==> config.mk <==
export PLATFORM = sky130hd
export DESIGN_NAME = rate_smoothed_value_predictor_top
export DESIGN_NICKNAME = d
export VERILOG_FILES = /design/src/hw/rtl/rsvp_pkg.sv /design/src/hw/rtl/rsvp_ctrl.sv /design/src/hw/rtl/rsvp_dp.sv /design/src/hw/rtl/rate_smoothed_value_predictor_top.sv
export VERILOG_INCLUDE_DIRS = /design/src /design/src/hw/rtl
export SDC_FILE = /design/constraint.sdc
export NUM_CORES = 2
export LEC_CHECK = 0
export BUFFER_PORTS_ARGS = -buffer_cell sky130_fd_sc_hd__buf_2
export CAP_MARGIN = 20
export CORE_ASPECT_RATIO = 0.5
export CORE_UTILIZATION = 30
export DETAILED_ROUTE_END_ITERATION = 10
export GPL_TIMING_DRIVEN = 0
export PLACE_DENSITY = 0.55
export SLEW_MARGIN = 20
export SYNTH_ARGS = -nofsm -noshare
export SYNTH_HDL_FRONTEND = slang
export SYNTH_SLANG_ARGS = --single-unit
==> constraint.sdc <==
create_clock -name clk -period 11.4 [get_ports clk]
set_input_delay 1.71 -clock clk [delete_from_list [all_inputs] [get_ports clk]]
set_output_delay 1.71 -clock clk [all_outputs]
set_load 0.05 [all_outputs]
==> src/hw/rtl/rate_smoothed_value_predictor_top_defines.svh <==
// Assertion macros shared by the predictor modules.
// They expect clk and arst_n to be visible in the module that uses them.
`ifndef RATE_SMOOTHED_VALUE_PREDICTOR_TOP_DEFINES_SVH
`define RATE_SMOOTHED_VALUE_PREDICTOR_TOP_DEFINES_SVH

// Same-cycle implication, checked at every rising clock edge out of reset.
`define RSVP_ASSERT_IMP(lbl, ante, cons) \
	lbl: assert property (@(posedge clk) disable iff (!arst_n) (ante) |-> (cons)) \
		else $error("rsvp assertion failed");

// Next-cycle implication, checked at every rising clock edge out of reset.
`define RSVP_ASSERT_NEXT(lbl, ante, cons) \
	lbl: assert property (@(posedge clk) disable iff (!arst_n) (ante) |=> (cons)) \
		else $error("rsvp assertion failed");

`endif

==> src/hw/rtl/rsvp_pkg.sv <==
`timescale 1ns / 1ps
`default_nettype none

package rsvp_pkg;

	// Field widths.
	localparam int SAMPLE_W  = 32;
	localparam int STEP_W    = 18;
	localparam int HORIZON_W = 16;
	localparam int GAIN_W    = 17;
	localparam int CFG_IDX_W = 1;
	localparam int TDATA_W   = 56;

	// Fixed-point constants.
	localparam int STEP_FRAC    = 16;
	localparam int HORIZON_FRAC = 12;
	localparam logic [GAIN_W-1:0] GAIN_ONE = 17'd65536;

	// Divider: |diff| is 33 bits, scaled by 2^16, giving 49 quotient bits.
	localparam int DIV_STEPS = 49;
	localparam int DIV_CNT_W = 6;

	// Multiplier operand and product widths.
	localparam int MUL_A_W = 18;
	localparam int PROD_W  = MUL_A_W + SAMPLE_W;

	// Configuration register indexes.
	localparam logic [CFG_IDX_W-1:0] CFG_HORIZON = 1'd0;
	localparam logic [CFG_IDX_W-1:0] CFG_GAIN    = 1'd1;

	// Controller states.
	typedef enum logic [3:0] {
		ST_IDLE,
		ST_DIV,
		ST_RATE,
		ST_AVG_OLD,
		ST_AVG_NEW,
		ST_AVG,
		ST_BLD_OLD,
		ST_BLD_NEW,
		ST_BLEND,
		ST_HOR,
		ST_PRED
	} ctrl_state_t;

	// Datapath operations.
	typedef enum logic [3:0] {
		DP_NONE,
		DP_LOAD,
		DP_DIV,
		DP_RATE,
		DP_MUL_AVG_OLD,
		DP_MUL_AVG_NEW,
		DP_AVG,
		DP_MUL_BLD_OLD,
		DP_MUL_BLD_NEW,
		DP_BLEND,
		DP_MUL_HOR,
		DP_PRED
	} dp_op_t;

	typedef struct packed {
		dp_op_t op;
	} dp_cmd_t;

	typedef struct packed {
		logic item_en;
		logic item_dt_zero;
		logic out_free;
	} dp_status_t;

endpackage

`default_nettype wire

==> src/hw/rtl/rsvp_ctrl.sv <==
`timescale 1ns / 1ps
`default_nettype none
`include "rate_smoothed_value_predictor_top_defines.svh"

module rsvp_ctrl (
	input  wire logic               clk,
	input  wire logic               arst_n,
	input  wire logic               in_tvalid,
	output logic                    in_tready,
	input  wire rsvp_pkg::dp_status_t status,
	output rsvp_pkg::dp_cmd_t       cmd
);
	import rsvp_pkg::*;

	ctrl_state_t state_q;
	ctrl_state_t state_d;
	logic [DIV_CNT_W-1:0] div_cnt_q;
	logic div_last;

	assign div_last = (div_cnt_q == DIV_CNT_W'(DIV_STEPS - 1));

	// State and divider step counter.
	always_ff @(posedge clk or negedge arst_n) begin
		if (!arst_n) begin
			state_q   <= ST_IDLE;
			div_cnt_q <= '0;
		end else begin
			state_q <= state_d;
			if (state_q == ST_DIV && !div_last) begin
				div_cnt_q <= div_cnt_q + 1'b1;
			end else begin
				div_cnt_q <= '0;
			end
		end
	end

	// Next state.
	always_comb begin
		state_d = state_q;
		case (state_q)
			ST_IDLE: begin
				if (in_tvalid && status.item_en && !status.item_dt_zero) begin
					state_d = ST_DIV;
				end
			end
			ST_DIV: begin
				if (div_last) begin
					state_d = ST_RATE;
				end
			end
			ST_RATE:    state_d = ST_AVG_OLD;
			ST_AVG_OLD: state_d = ST_AVG_NEW;
			ST_AVG_NEW: state_d = ST_AVG;
			ST_AVG:     state_d = ST_BLD_OLD;
			ST_BLD_OLD: state_d = ST_BLD_NEW;
			ST_BLD_NEW: state_d = ST_BLEND;
			ST_BLEND:   state_d = ST_HOR;
			ST_HOR:     state_d = ST_PRED;
			ST_PRED: begin
				if (status.out_free) begin
					state_d = ST_IDLE;
				end
			end
			default:    state_d = ST_IDLE;
		endcase
	end

	// Outputs: one datapath operation per state.
	always_comb begin
		in_tready = 1'b0;
		cmd.op    = DP_NONE;
		case (state_q)
			ST_IDLE: begin
				in_tready = 1'b1;
				if (in_tvalid) begin
					cmd.op = DP_LOAD;
				end
			end
			ST_DIV:     cmd.op = DP_DIV;
			ST_RATE:    cmd.op = DP_RATE;
			ST_AVG_OLD: cmd.op = DP_MUL_AVG_OLD;
			ST_AVG_NEW: cmd.op = DP_MUL_AVG_NEW;
			ST_AVG:     cmd.op = DP_AVG;
			ST_BLD_OLD: cmd.op = DP_MUL_BLD_OLD;
			ST_BLD_NEW: cmd.op = DP_MUL_BLD_NEW;
			ST_BLEND:   cmd.op = DP_BLEND;
			ST_HOR:     cmd.op = DP_MUL_HOR;
			ST_PRED: begin
				if (status.out_free) begin
					cmd.op = DP_PRED;
				end
			end
			default:    cmd.op = DP_NONE;
		endcase
	end

	// An enabled item with a nonzero step starts a fresh division.
	`RSVP_ASSERT_NEXT(a_div_start, state_q == ST_IDLE && in_tvalid && status.item_en && !status.item_dt_zero, state_q == ST_DIV && div_cnt_q == '0)
	// The result register is never overwritten while it still holds an item.
	`RSVP_ASSERT_IMP(a_pred_free, cmd.op == DP_PRED, status.out_free)
	// The step counter only runs during the division.
	`RSVP_ASSERT_IMP(a_cnt_idle, state_q != ST_DIV, div_cnt_q == '0)

endmodule

`default_nettype wire

==> src/hw/rtl/rsvp_dp.sv <==
`timescale 1ns / 1ps
`default_nettype none
`include "rate_smoothed_value_predictor_top_defines.svh"

module rsvp_dp (
	input  wire logic                                clk,
	input  wire logic                                arst_n,
	input  wire rsvp_pkg::dp_cmd_t                   cmd,
	output rsvp_pkg::dp_status_t                     status,
	input  wire logic [rsvp_pkg::SAMPLE_W-1:0]       sample_value,
	input  wire logic [rsvp_pkg::STEP_W-1:0]         time_step,
	input  wire logic                                enable,
	input  wire logic                                cfg_valid,
	input  wire logic [rsvp_pkg::CFG_IDX_W-1:0]      cfg_index,
	input  wire logic [rsvp_pkg::GAIN_W-1:0]         cfg_data,
	output logic [rsvp_pkg::SAMPLE_W-1:0]            predicted_value,
	output logic                                     out_valid,
	input  wire logic                                out_ready
);
	import rsvp_pkg::*;

	localparam int QUO_W = DIV_STEPS;

	// Configuration registers.
	logic [HORIZON_W-1:0] horizon_q;
	logic [GAIN_W-1:0]    gain_q;

	// Persistent state.
	logic [SAMPLE_W-1:0] prev_q;
	logic                have_prev_q;
	logic [SAMPLE_W-1:0] avg_q;

	// Per-item working registers.
	logic [SAMPLE_W-1:0] sample_q;
	logic [STEP_W-1:0]   dt_q;
	logic                neg_q;
	logic [QUO_W-1:0]    dvd_q;
	logic [STEP_W-1:0]   rem_q;
	logic [SAMPLE_W-1:0] rate_q;
	logic [SAMPLE_W-1:0] blend_q;
	logic [PROD_W-1:0]   prod_q;
	logic [PROD_W-1:0]   acc_q;
	logic [SAMPLE_W-1:0] out_q;
	logic                out_valid_q;

	logic [SAMPLE_W-1:0] prev_eff;
	logic [SAMPLE_W:0]   diff;
	logic [SAMPLE_W:0]   mag;
	logic [STEP_W:0]     trial;
	logic [SAMPLE_W-1:0] rate_sat;
	logic [GAIN_W-1:0]   gain_eff;
	logic [MUL_A_W-1:0]  mul_a;
	logic [SAMPLE_W-1:0] mul_b;
	logic signed [PROD_W-1:0] mul_p;
	logic [PROD_W:0]     mac_sum;
	logic [SAMPLE_W+6:0] pred_sum;
	logic [SAMPLE_W-1:0] pred_sat;

	// Status toward the controller.
	assign status.item_en      = enable;
	assign status.item_dt_zero = (time_step == '0);
	assign status.out_free     = !out_valid_q || out_ready;
	assign predicted_value     = out_q;
	assign out_valid           = out_valid_q;

	// Difference to the previous sample; the first sample is its own predecessor.
	assign prev_eff = have_prev_q ? prev_q : sample_value;
	assign diff = {sample_value[SAMPLE_W-1], sample_value} - {prev_eff[SAMPLE_W-1], prev_eff};
	assign mag  = diff[SAMPLE_W] ? (~diff + 1'b1) : diff;

	// One restoring division step.
	assign trial = {rem_q, dvd_q[QUO_W-1]} - {1'b0, dt_q};

	// Saturate the signed quotient to 32 bits.
	always_comb begin
		if (!neg_q) begin
			rate_sat = (|dvd_q[QUO_W-1:SAMPLE_W-1]) ? 32'h7FFF_FFFF : dvd_q[SAMPLE_W-1:0];
		end else if ((|dvd_q[QUO_W-1:SAMPLE_W]) ||
				(dvd_q[SAMPLE_W-1] && (|dvd_q[SAMPLE_W-2:0]))) begin
			rate_sat = 32'h8000_0000;
		end else begin
			rate_sat = ~dvd_q[SAMPLE_W-1:0] + 1'b1;
		end
	end

	// Gain above one counts as one.
	assign gain_eff = (gain_q > GAIN_ONE) ? GAIN_ONE : gain_q;

	// Shared multiplier operand selection.
	always_comb begin
		mul_a = '0;
		mul_b = '0;
		case (cmd.op)
			DP_MUL_AVG_OLD: begin
				mul_a = MUL_A_W'({1'b0, GAIN_ONE} - {1'b0, dt_q[GAIN_W-1:0]});
				mul_b = avg_q;
			end
			DP_MUL_AVG_NEW: begin
				mul_a = dt_q;
				mul_b = rate_q;
			end
			DP_MUL_BLD_OLD: begin
				mul_a = MUL_A_W'({1'b0, GAIN_ONE} - {1'b0, gain_eff});
				mul_b = avg_q;
			end
			DP_MUL_BLD_NEW: begin
				mul_a = {1'b0, gain_eff};
				mul_b = rate_q;
			end
			DP_MUL_HOR: begin
				mul_a = {2'b00, horizon_q};
				mul_b = blend_q;
			end
			default: begin
				mul_a = '0;
				mul_b = '0;
			end
		endcase
	end

	// Signed 18x32 product at full width.
	assign mul_p = $signed(mul_a) * $signed(mul_b);

	// Weighted sum of the two registered products.
	assign mac_sum = {acc_q[PROD_W-1], acc_q} + {prod_q[PROD_W-1], prod_q};

	// Sample plus scaled extrapolation, saturated.
	assign pred_sum = {{7{sample_q[SAMPLE_W-1]}}, sample_q} +
			{prod_q[PROD_W-1], prod_q[PROD_W-1:HORIZON_FRAC]};
	always_comb begin
		if (!pred_sum[SAMPLE_W+6] && (|pred_sum[SAMPLE_W+5:SAMPLE_W-1])) begin
			pred_sat = 32'h7FFF_FFFF;
		end else if (pred_sum[SAMPLE_W+6] && !(&pred_sum[SAMPLE_W+5:SAMPLE_W-1])) begin
			pred_sat = 32'h8000_0000;
		end else begin
			pred_sat = pred_sum[SAMPLE_W-1:0];
		end
	end

	// Configuration writes.
	always_ff @(posedge clk or negedge arst_n) begin
		if (!arst_n) begin
			horizon_q <= '0;
			gain_q    <= '0;
		end else if (cfg_valid) begin
			case (cfg_index)
				CFG_HORIZON: horizon_q <= cfg_data[HORIZON_W-1:0];
				CFG_GAIN:    gain_q    <= cfg_data;
				default:     gain_q    <= gain_q;
			endcase
		end
	end

	// State and divider registers.
	always_ff @(posedge clk or negedge arst_n) begin
		if (!arst_n) begin
			prev_q      <= '0;
			have_prev_q <= 1'b0;
			avg_q       <= '0;
			dt_q        <= '0;
			rem_q       <= '0;
			out_valid_q <= 1'b0;
		end else begin
			// A new result fills the output register; a taken result empties it.
			if (cmd.op == DP_PRED) begin
				out_valid_q <= 1'b1;
			end else if (out_ready) begin
				out_valid_q <= 1'b0;
			end
			case (cmd.op)
				DP_LOAD: begin
					if (enable) begin
						prev_q      <= sample_value;
						have_prev_q <= 1'b1;
						dt_q        <= time_step;
						rem_q       <= '0;
					end
				end
				DP_DIV: begin
					if (!trial[STEP_W]) begin
						rem_q <= trial[STEP_W-1:0];
					end else begin
						rem_q <= {rem_q[STEP_W-2:0], dvd_q[QUO_W-1]};
					end
				end
				DP_AVG: begin
					if (dt_q < {1'b0, GAIN_ONE}) begin
						avg_q <= mac_sum[STEP_FRAC+SAMPLE_W-1:STEP_FRAC];
					end else begin
						avg_q <= rate_q;
					end
				end
				default: begin
					avg_q <= avg_q;
				end
			endcase
		end
	end

	// Payload registers.
	always_ff @(posedge clk) begin
		case (cmd.op)
			DP_LOAD: begin
				sample_q <= sample_value;
				neg_q    <= diff[SAMPLE_W];
				dvd_q    <= {mag, {STEP_FRAC{1'b0}}};
			end
			DP_DIV: begin
				dvd_q <= {dvd_q[QUO_W-2:0], !trial[STEP_W]};
			end
			DP_RATE: begin
				rate_q <= rate_sat;
			end
			DP_MUL_AVG_OLD, DP_MUL_AVG_NEW, DP_MUL_BLD_OLD, DP_MUL_BLD_NEW,
			DP_MUL_HOR: begin
				acc_q  <= prod_q;
				prod_q <= mul_p;
			end
			DP_BLEND: begin
				blend_q <= mac_sum[STEP_FRAC+SAMPLE_W-1:STEP_FRAC];
			end
			DP_PRED: begin
				out_q <= pred_sat;
			end
			default: begin
				out_q <= out_q;
			end
		endcase
	end

	// The partial remainder always stays below the divisor.
	`RSVP_ASSERT_IMP(a_rem_bound, dt_q != '0, rem_q < dt_q)
	// Once a sample is seen, the block never forgets it.
	`RSVP_ASSERT_NEXT(a_prev_kept, have_prev_q, have_prev_q)

endmodule

`default_nettype wire

==> src/hw/rtl/rate_smoothed_value_predictor_top.sv <==
// Rate-smoothed value predictor. Each input item carries a signed Q16.16 sample,
// a Q2.16 time step and an enable flag. An enabled item with a nonzero step yields
// one predicted value: the sample extrapolated over the horizon register using a
// gain-weighted mix of the instantaneous and averaged rates, saturated to 32 bits.
// Disabled items and zero-step items produce nothing. An item that produces a
// result occupies the block while it is loaded, runs through the bit-serial rate
// divider (one quotient bit per cycle), has its rate saturated, runs the shared
// 18x32 multiplier sequence and fills the output register.
// The finished item sits in that output register, so the next item is accepted
// while it waits; a result still waiting when the next one is done stalls the
// block. Configuration writes are taken at any time but should only be issued
// while the block is idle.
`timescale 1ns / 1ps
`default_nettype none

module rate_smoothed_value_predictor_top (
	input  wire logic                              clk,
	input  wire logic                              arst_n,
	// Input items.
	input  wire logic                              s_axis_tvalid,
	output logic                                   s_axis_tready,
	// [31:0] sample_value, [49:32] time_step, [55:50] zero
	input  wire logic [rsvp_pkg::TDATA_W-1:0]      s_axis_tdata,
	// [0] enable
	input  wire logic                              s_axis_tuser,
	// Result items.
	output logic                                   m_axis_tvalid,
	input  wire logic                              m_axis_tready,
	// [31:0] predicted_value
	output logic [rsvp_pkg::SAMPLE_W-1:0]          m_axis_tdata,
	// Configuration writes.
	input  wire logic                              cfg_valid,
	output logic                                   cfg_ready,
	input  wire logic [rsvp_pkg::CFG_IDX_W-1:0]    cfg_index,
	input  wire logic [rsvp_pkg::GAIN_W-1:0]       cfg_data
);
	import rsvp_pkg::*;

	dp_cmd_t    cmd;
	dp_status_t status;

	// Registers accept writes in any cycle.
	assign cfg_ready = 1'b1;

	// Sequencer.
	rsvp_ctrl u_ctrl (
		.clk       (clk),
		.arst_n    (arst_n),
		.in_tvalid (s_axis_tvalid),
		.in_tready (s_axis_tready),
		.status    (status),
		.cmd       (cmd)
	);

	// Divider, multiplier and state registers.
	rsvp_dp u_dp (
		.clk             (clk),
		.arst_n          (arst_n),
		.cmd             (cmd),
		.status          (status),
		.sample_value    (s_axis_tdata[SAMPLE_W-1:0]),
		.time_step       (s_axis_tdata[SAMPLE_W+STEP_W-1:SAMPLE_W]),
		.enable          (s_axis_tuser),
		.cfg_valid       (cfg_valid),
		.cfg_index       (cfg_index),
		.cfg_data        (cfg_data),
		.predicted_value (m_axis_tdata),
		.out_valid       (m_axis_tvalid),
		.out_ready       (m_axis_tready)
	);

endmodule

`default_nettype wire

* Word level (Yosys, flattened, before mapping)
Cells that the tools add are included.
W data, S select, Z words.
** Word-level totals
- Logic and storage cells :: 115
- Flip-flop bits (word level) :: 421
- Output and inout port bits :: 35
- Input bits :: 80
** Operators by class
- $add $sub $neg :: 9
- $lt $le $gt $ge :: 2
- Bitwise logic cells :: 3
- Eq/ne operators :: 26
- Multiply operators :: 1
- Muxes and demuxes :: 25
- Reductions and logical operators :: 31
** Operators with widths (number)
- $mux W32 :: 6
- $pmux W49 S2 :: 1
- $pmux W32 S3 :: 1
- $pmux W18 S5 :: 1
- $pmux W4 S11 :: 2
- $mul A18 B32 Y50 :: 1
- $add A48 B48 Y48 :: 1
- $add A32 B38 Y39 :: 1
- $mux W18 :: 2
- $pmux W18 S2 :: 1
- $sub A17 B17 Y18 const A :: 2
- $add A33 B1 Y33 const B :: 1
- $mux W33 :: 1
- $not A33 Y33 :: 1
- $sub A32 B32 Y33 :: 1
- $add A32 B1 Y32 const B :: 1
- $eq A4 B3 Y1 const B :: 8
- $not A32 Y32 :: 1
- $reduce_or A31 Y1 :: 1
- $eq A4 B4 Y1 const B :: 7
- $sub A19 B18 Y19 :: 1
- $logic_not A18 Y1 :: 1
- $lt A18 B17 Y1 const B :: 1
- $reduce_or A18 Y1 :: 1
- 24 further kinds :: 52

* Logic depth before layout (Yosys ltp)
- Depth after elaboration :: 8
- Depth in mapped cells :: 40
- Depth with buffers taken out :: 36

* By module
Synthesis repeated with hierarchy kept, for this count alone.
** Second synthesis, totals
- Cell total of the unflattened synthesis :: 4769
- Area, all modules :: 44791.7 µm²
** Modules (own cells, without submodules)
- rsvp_dp :: cells each 4702, times used 1, area each 44189.9 µm², seq. area each 11666.2 µm²
- rsvp_ctrl :: cells each 65, times used 1, area each 590.6 µm², seq. area each 250.2 µm²
- rate_smoothed_value_predictor_top :: cells each 2, times used 1, area each 11.3 µm², seq. area each 0.0 µm²

* Worst setup path after synthesis
Ideal clock, no wire load.
- Kind :: flip-flop to flip-flop
- Start point :: reg u_ctrl.state_q[1]
- End point :: reg u_dp.prod_q[48], data pin
- Data required time :: 11.142 ns
- Path slack :: 1.895 ns
- Path buffers :: 4
- Period minus slack after synthesis :: 9.505 ns
- Arrival time :: 9.247 ns
- Setup time :: 0.258 ns
- Stages on the path, launching flop included :: 38
- Cell sequence :: dfrtp_1 > nor2b_1 > nand2_1 > clkbuf_1 > clkbuf_1 > clkbuf_1 > nor3b_1 > a21oi_1 > ha_1 > o311ai_0 > nor3b_1 > nand3_1 > xor2_1 > o21ai_1 > clkbuf_1 > nand2_1 > fa_1 > inv_1 > [... 2 more ...] > fa_1 > fa_1 > inv_1 > fa_1 > inv_1 > ha_1 > a21o_1 > a21o_1 > a21oi_1 > nand2_1 > a2111oi_0 > nor3_1 > o31a_1 > o2111ai_1 > and3b_1 > nand3_1 > a31oi_1 > xnor2_1
** On the way
- Cells in the longest elaborated chain, start to end :: 6
- Elaborated cells on any way between the ends :: 22
- Those cells by class :: mul (1); eq/ne (15); mux (3); reduce/logical (3)
** Ends and longest elaborated chain
- start: declaration :: line rsvp_ctrl.sv:15 : ctrl_state_t state_q;
- start signal: assignment :: line rsvp_ctrl.sv:28 : state_q <= state_d;
- $eq A4 B4 Y1 (tied with other cells) :: line rsvp_ctrl.sv:72 : case (state_q)
- $pmux W4 S11 (*) :: line rsvp_ctrl.sv:72
- $eq A4 B3 Y1 or $eq A4 B4 Y1 (tied branches) :: line rsvp_dp.sv:93 : case (cmd.op)
- $reduce_or A2 Y1 (no source line)
- $pmux W32 S3 :: line rsvp_dp.sv:93
- $mul A18 B32 Y50 (*) :: line rsvp_dp.sv:122 : assign mul_p = $signed(mul_a) * $signed(mul_b);
- net u_dp.mul_p[48] :: line rsvp_dp.sv:54 : logic signed [PROD_W-1:0] mul_p;
- end signal: assignment :: line rsvp_dp.sv:217 : prod_q <= mul_p;
- end: declaration :: line rsvp_dp.sv:41 : logic [PROD_W-1:0] prod_q;
The timed path passes the listed nets; every way through them passes the cells marked *.
A chain may end at the register's enable or synchronous reset.

* Worst setup path after layout
- Start point :: reg u_dp.gain_q[0]
- End point :: reg u_dp.prod_q[48], data pin
** On the way
- Cells in the longest elaborated chain, start to end :: 5
** Ends and longest elaborated chain
- start: declaration :: line rsvp_dp.sv:26 : logic [GAIN_W-1:0] gain_q;
- start signal: assignment :: line rsvp_dp.sv:148 : CFG_GAIN: gain_q <= cfg_data;
- start signal: assignment :: line rsvp_dp.sv:149 : default: gain_q <= gain_q;
- $gt A17 B17 Y1 :: line rsvp_dp.sv:87 : assign gain_eff = (gain_q > GAIN_ONE) ? GAIN_ONE : gain_q;
- $mux W17 (*) :: line rsvp_dp.sv:87
- $sub A17 B17 Y18 :: line rsvp_dp.sv:103 : mul_a = MUL_A_W'({1'b0, GAIN_ONE} - {1'b0, gain_eff});
- $pmux W18 S5 (*) :: line rsvp_dp.sv:93
- $mul A18 B32 Y50 (*) :: line rsvp_dp.sv:122
- net u_dp.mul_p[48] :: line rsvp_dp.sv:54
Marked as above.

==> results.json <==
{
  "root_buffer": "clkbuf_16",
  "synthesis.area_um2": 44500,
  "synth_simple_gate_area_share": 0.142,
  "crit_path_frequent_cell": "fa_1",
  "grt_pass1_vias": 34800,
  "yosys.area_share.xor_xnor": 0.0382,
  "die_height_um": 274,
  "synth_fa_ha_area_frac": 0.323,
  "finish.instance_area_um2": 49600,
  "start_util": 0.304,
  "ctsHtreeMaxLevel": 2,
  "tns_ns": 0,
  "reg2reg_slack_ns": 0.48,
  "slowest_delay_ns": 0.64,
  "layout.cells.non_filler": 6912,
  "cts.sinks": 421,
  "setup_violations": 0,
  "cts_made_buffers": 50,
  "critPathMaxFanout": 10,
  "grt_pass1_wl_um": 216000,
  "max_cap_violations": 0,
  "grt_overflow": 0,
  "hold_path_depth": 0,
  "die_x_um": 547,
  "place_area_um2": 47800,
  "ys.warnings.count": 0,
  "synth-seq-cells": 421,
  "viasPerCell": 4.99,
  "die-area_um2": 150000,
  "maxSlewHeadroom": 0.224,
  "yosys-mux-area-fraction": 0.0305,
  "boundaryPins": 115,
  "final_util": 0.339,
  "outcome": "completed",
  "ys_seq_area_frac": 0.268,
  "synth_top_family_by_area": "adder cells",
  "fillCellCount": 15100,
  "r2r_start": "u_dp.gain_q[0]",
  "antenna_found_initial": 2,
  "synth_top_flop_cell": "edfxtp_1",
  "dp_hpwl_um": 115000,
  "r2r_end": "u_dp.prod_q[48]",
  "drv_slew": 0,
  "min_period_ns": 10.92,
  "hold_viol": 0,
  "final_antenna_net_count": 0,
  "crit_type": "flip-flop to flip-flop",
  "clk_pin_slew_ns": 0.06,
  "min_to": "u_dp.acc_q[6]",
  "dr.first_iter.drc_count": 3072,
  "synth-compound-area-share": 0.117,
  "hp-class": "flip-flop to flip-flop",
  "wl_um": 141000,
  "std_cell_rows": 99,
  "clockBufferDepth": 3,
  "dp_cells": 6816,
  "drive_gt1_frac": 0.0795,
  "worstSkewPairLatency_ns": 0.60,
  "rsz0062_at_grt": "false",
  "synth_cell_types": 95,
  "cp.required_ns": 11.72,
  "grtUsageTotal": 0.190,
  "final_nets": 5796,
  "holdBufCountCts": 0,
  "skew_ns": 0.0282,
  "syn_area_per_cell_um2": 9.42,
  "grt_max_degree": 71,
  "core_um2": 147000,
  "worst_r2r_path_depth": 30,
  "vias": 34500,
  "drtPass1Iterations": 6,
  "cp_slowest_cell": "clkbuf_1",
  "syn2layout_area_growth_pct": 11.5,
  "synth_edf_count": 276,
  "wl_per_cell_um": 20.4,
  "portBuffers": 107,
  "critPathCaptureType": "flip-flop",
  "start_kind": "flip-flop",
  "max_clock_freq_mhz": 91.6,
  "tritoncts": "yes",
  "netlist_instances": 4724,
  "synth_nets": 5620,
  "drc": 0,
  "fin_crit_sh": 0.958,
  "gp_congestion": 0.967,
  "ys_async_sr_fraction": 0.344,
  "worst_slew_pin_slew_ns": 1.16,
  "worstPathArrival_ns": 11.24,
  "min_from": "u_dp.prod_q[6]"
}
[Yosys cell counts (12+ instances only)]
| library cell | n | share of area |
|---|---|---|
| or2_2 | 12 | 0.0017 |
| o21bai_1 | 17 | 0.0029 |
| buf_1 | 15 | 0.0013 |
| nand2b_1 | 42 | 0.0059 |
| o311ai_1 | 20 | 0.0039 |
| or3_1 | 12 | 0.0017 |
| mux2i_1 | 40 | 0.0090 |
| nor2_1 | 331 | 0.028 |
| nand3_1 | 81 | 0.0091 |
| nor4_1 | 17 | 0.0024 |
| nor3_1 | 54 | 0.0061 |
| fa_1 | 556 | 0.25 |
| a211oi_1 | 19 | 0.0032 |
| and2_1 | 42 | 0.0059 |
| mux2_2 | 85 | 0.022 |
| a21o_1 | 125 | 0.021 |
| xnor2_1 | 107 | 0.021 |
| a222oi_1 | 16 | 0.0036 |
| clkbuf_1 | 168 | 0.014 |
| nand2_1 | 680 | 0.057 |
| ha_1 | 260 | 0.073 |
| a21oi_1 | 202 | 0.023 |
| o21ai_0 | 153 | 0.017 |
| a22oi_1 | 33 | 0.0056 |
| o21a_1 | 29 | 0.0049 |
| nand4_1 | 17 | 0.0024 |
| nor2b_1 | 32 | 0.0045 |
| a31oi_1 | 38 | 0.0053 |
| o31ai_1 | 19 | 0.0032 |
| edfxtp_1 | 276 | 0.19 |
| dfrtp_1 | 145 | 0.082 |
| xor2_1 | 87 | 0.017 |
| and3_1 | 44 | 0.0062 |
| o21ai_1 | 17 | 0.0019 |
| nor3b_1 | 13 | 0.0022 |
| inv_1 | 758 | 0.064 |
[worst max-delay path by stage]
stage / start / end / slack [ns] / cells past startpoint
finish: u_dp.gain_q[0] / u_dp.prod_q[48] / 0.48 / 30
global route: u_ctrl.state_q[3] / u_dp.prod_q[48] / 0.02 / 33
CTS: u_ctrl.state_q[1] / u_dp.prod_q[48] / 0.02 / 37
detailed placement: u_ctrl.state_q[1] / u_dp.prod_q[48] / -0.73 / 37
global placement: u_ctrl.state_q[1] / u_dp.prod_q[48] / -1.24 / 37
floorplan: u_ctrl.state_q[1] / u_dp.prod_q[48] / 1.90 / 37
[registers in the layout (all words and copies together), names as in the netlist, 4 cells and up]
name / cells
u_dp.prev_q: 32
u_dp.avg_q: 32
u_dp.rem_q: 18
u_dp.dt_q: 18
u_dp.gain_q: 17
u_dp.predicted_value: 32
u_dp.dvd_q: 49
u_dp.acc_q: 48
u_ctrl.state_q: 4
u_dp.horizon_q: 16
u_ctrl.div_cnt_q: 6
u_dp.prod_q: 50
u_dp.rate_q: 32
u_dp.blend_q: 32
u_dp.sample_q: 32
[worst max-delay path: cells and delay by family (launching register included)]
kind	cells	cell delay, ns
flops	1	0.44
xor+xnor	1	0.10
compound gates	8	2.63
simple gates	8	2.21
buf+inv	6	1.90
fa+ha+maj	7	3.35
[final cells by class]
| class | instances | area, um2 | share of cell area |
|---|---|---|---|
| Antenna cell | 2 | 5.00 | 0.000101 |
| Buffer | 194 | 816 | 0.0164 |
| Clock buffer | 63 | 1350 | 0.0272 |
| Clock inverter | 30 | 365 | 0.00736 |
| Inverter | 758 | 2850 | 0.0573 |
| Multi-Input combinational cell | 3349 | 29100 | 0.586 |
| Sequential cell | 421 | 11900 | 0.240 |
| Tap cell | 1969 | 2460 | 0.0497 |
| Timing Repair Buffer | 126 | 788 | 0.0159 |
[kinds of logic after synthesis]
kind of cell / Yosys count
compound gates: 793
xor+xnor: 194
fa+ha+maj: 816
buf+inv: 954
flops: 421
mux: 125
other cells: 1
simple gates: 1420
[metal layers]
| metal | wire length, um | track usage |
|---|---|---|
| met5 | 0 | 0 |
| met4 | 3840 | 0.0508 |
| met3 | 11200 | 0.0346 |
| met2 | 60800 | 0.293 |
| met1 | 65100 | 0.272 |
[repair_timing]
item	in CTS	in global routing
setup buffers	0	3
endpoints found under the hold margin	0	0
pin swaps	0	3
resized for setup	13	49
setup endpoints to repair	17	15
[cell usage in the layout (no fill, tap or decap), types with 33 or more instances in the layout]
cell       netlist  routed
mux2_2          85      85
xor2_1          87      87
nor3_1          54      51
a21oi_1        202     199
clkbuf_16        0      51
and2_1          42      40
mux2i_1         40      40
a22oi_1         33      33
nand3_1         81      81
nor2_1         331     331
inv_1          758     758
nand2b_1        42      42
ha_1           260     260
and3_1          44      43
nand2_1        680     679
xnor2_1        107     107
dfrtp_1        145     145
a21o_1         125     125
edfxtp_1       276     276
a31oi_1         38      38
buf_2            5     112
clkbuf_1       168     154
o21ai_0        153     150
fa_1           556     556
[metrics by stage]
stage                     worst slack, ns  hold WS, ns
after floorplan                      1.90        0.427
after global placement              -1.24        0.443
after detailed placement           -0.734        0.448
after CTS                          0.0200        0.462
after global routing               0.0222        0.473
final                               0.478        0.459
Power is not shown: default switching activity piles up to over one toggle a cycle in this logic, so the estimate is an artifact.
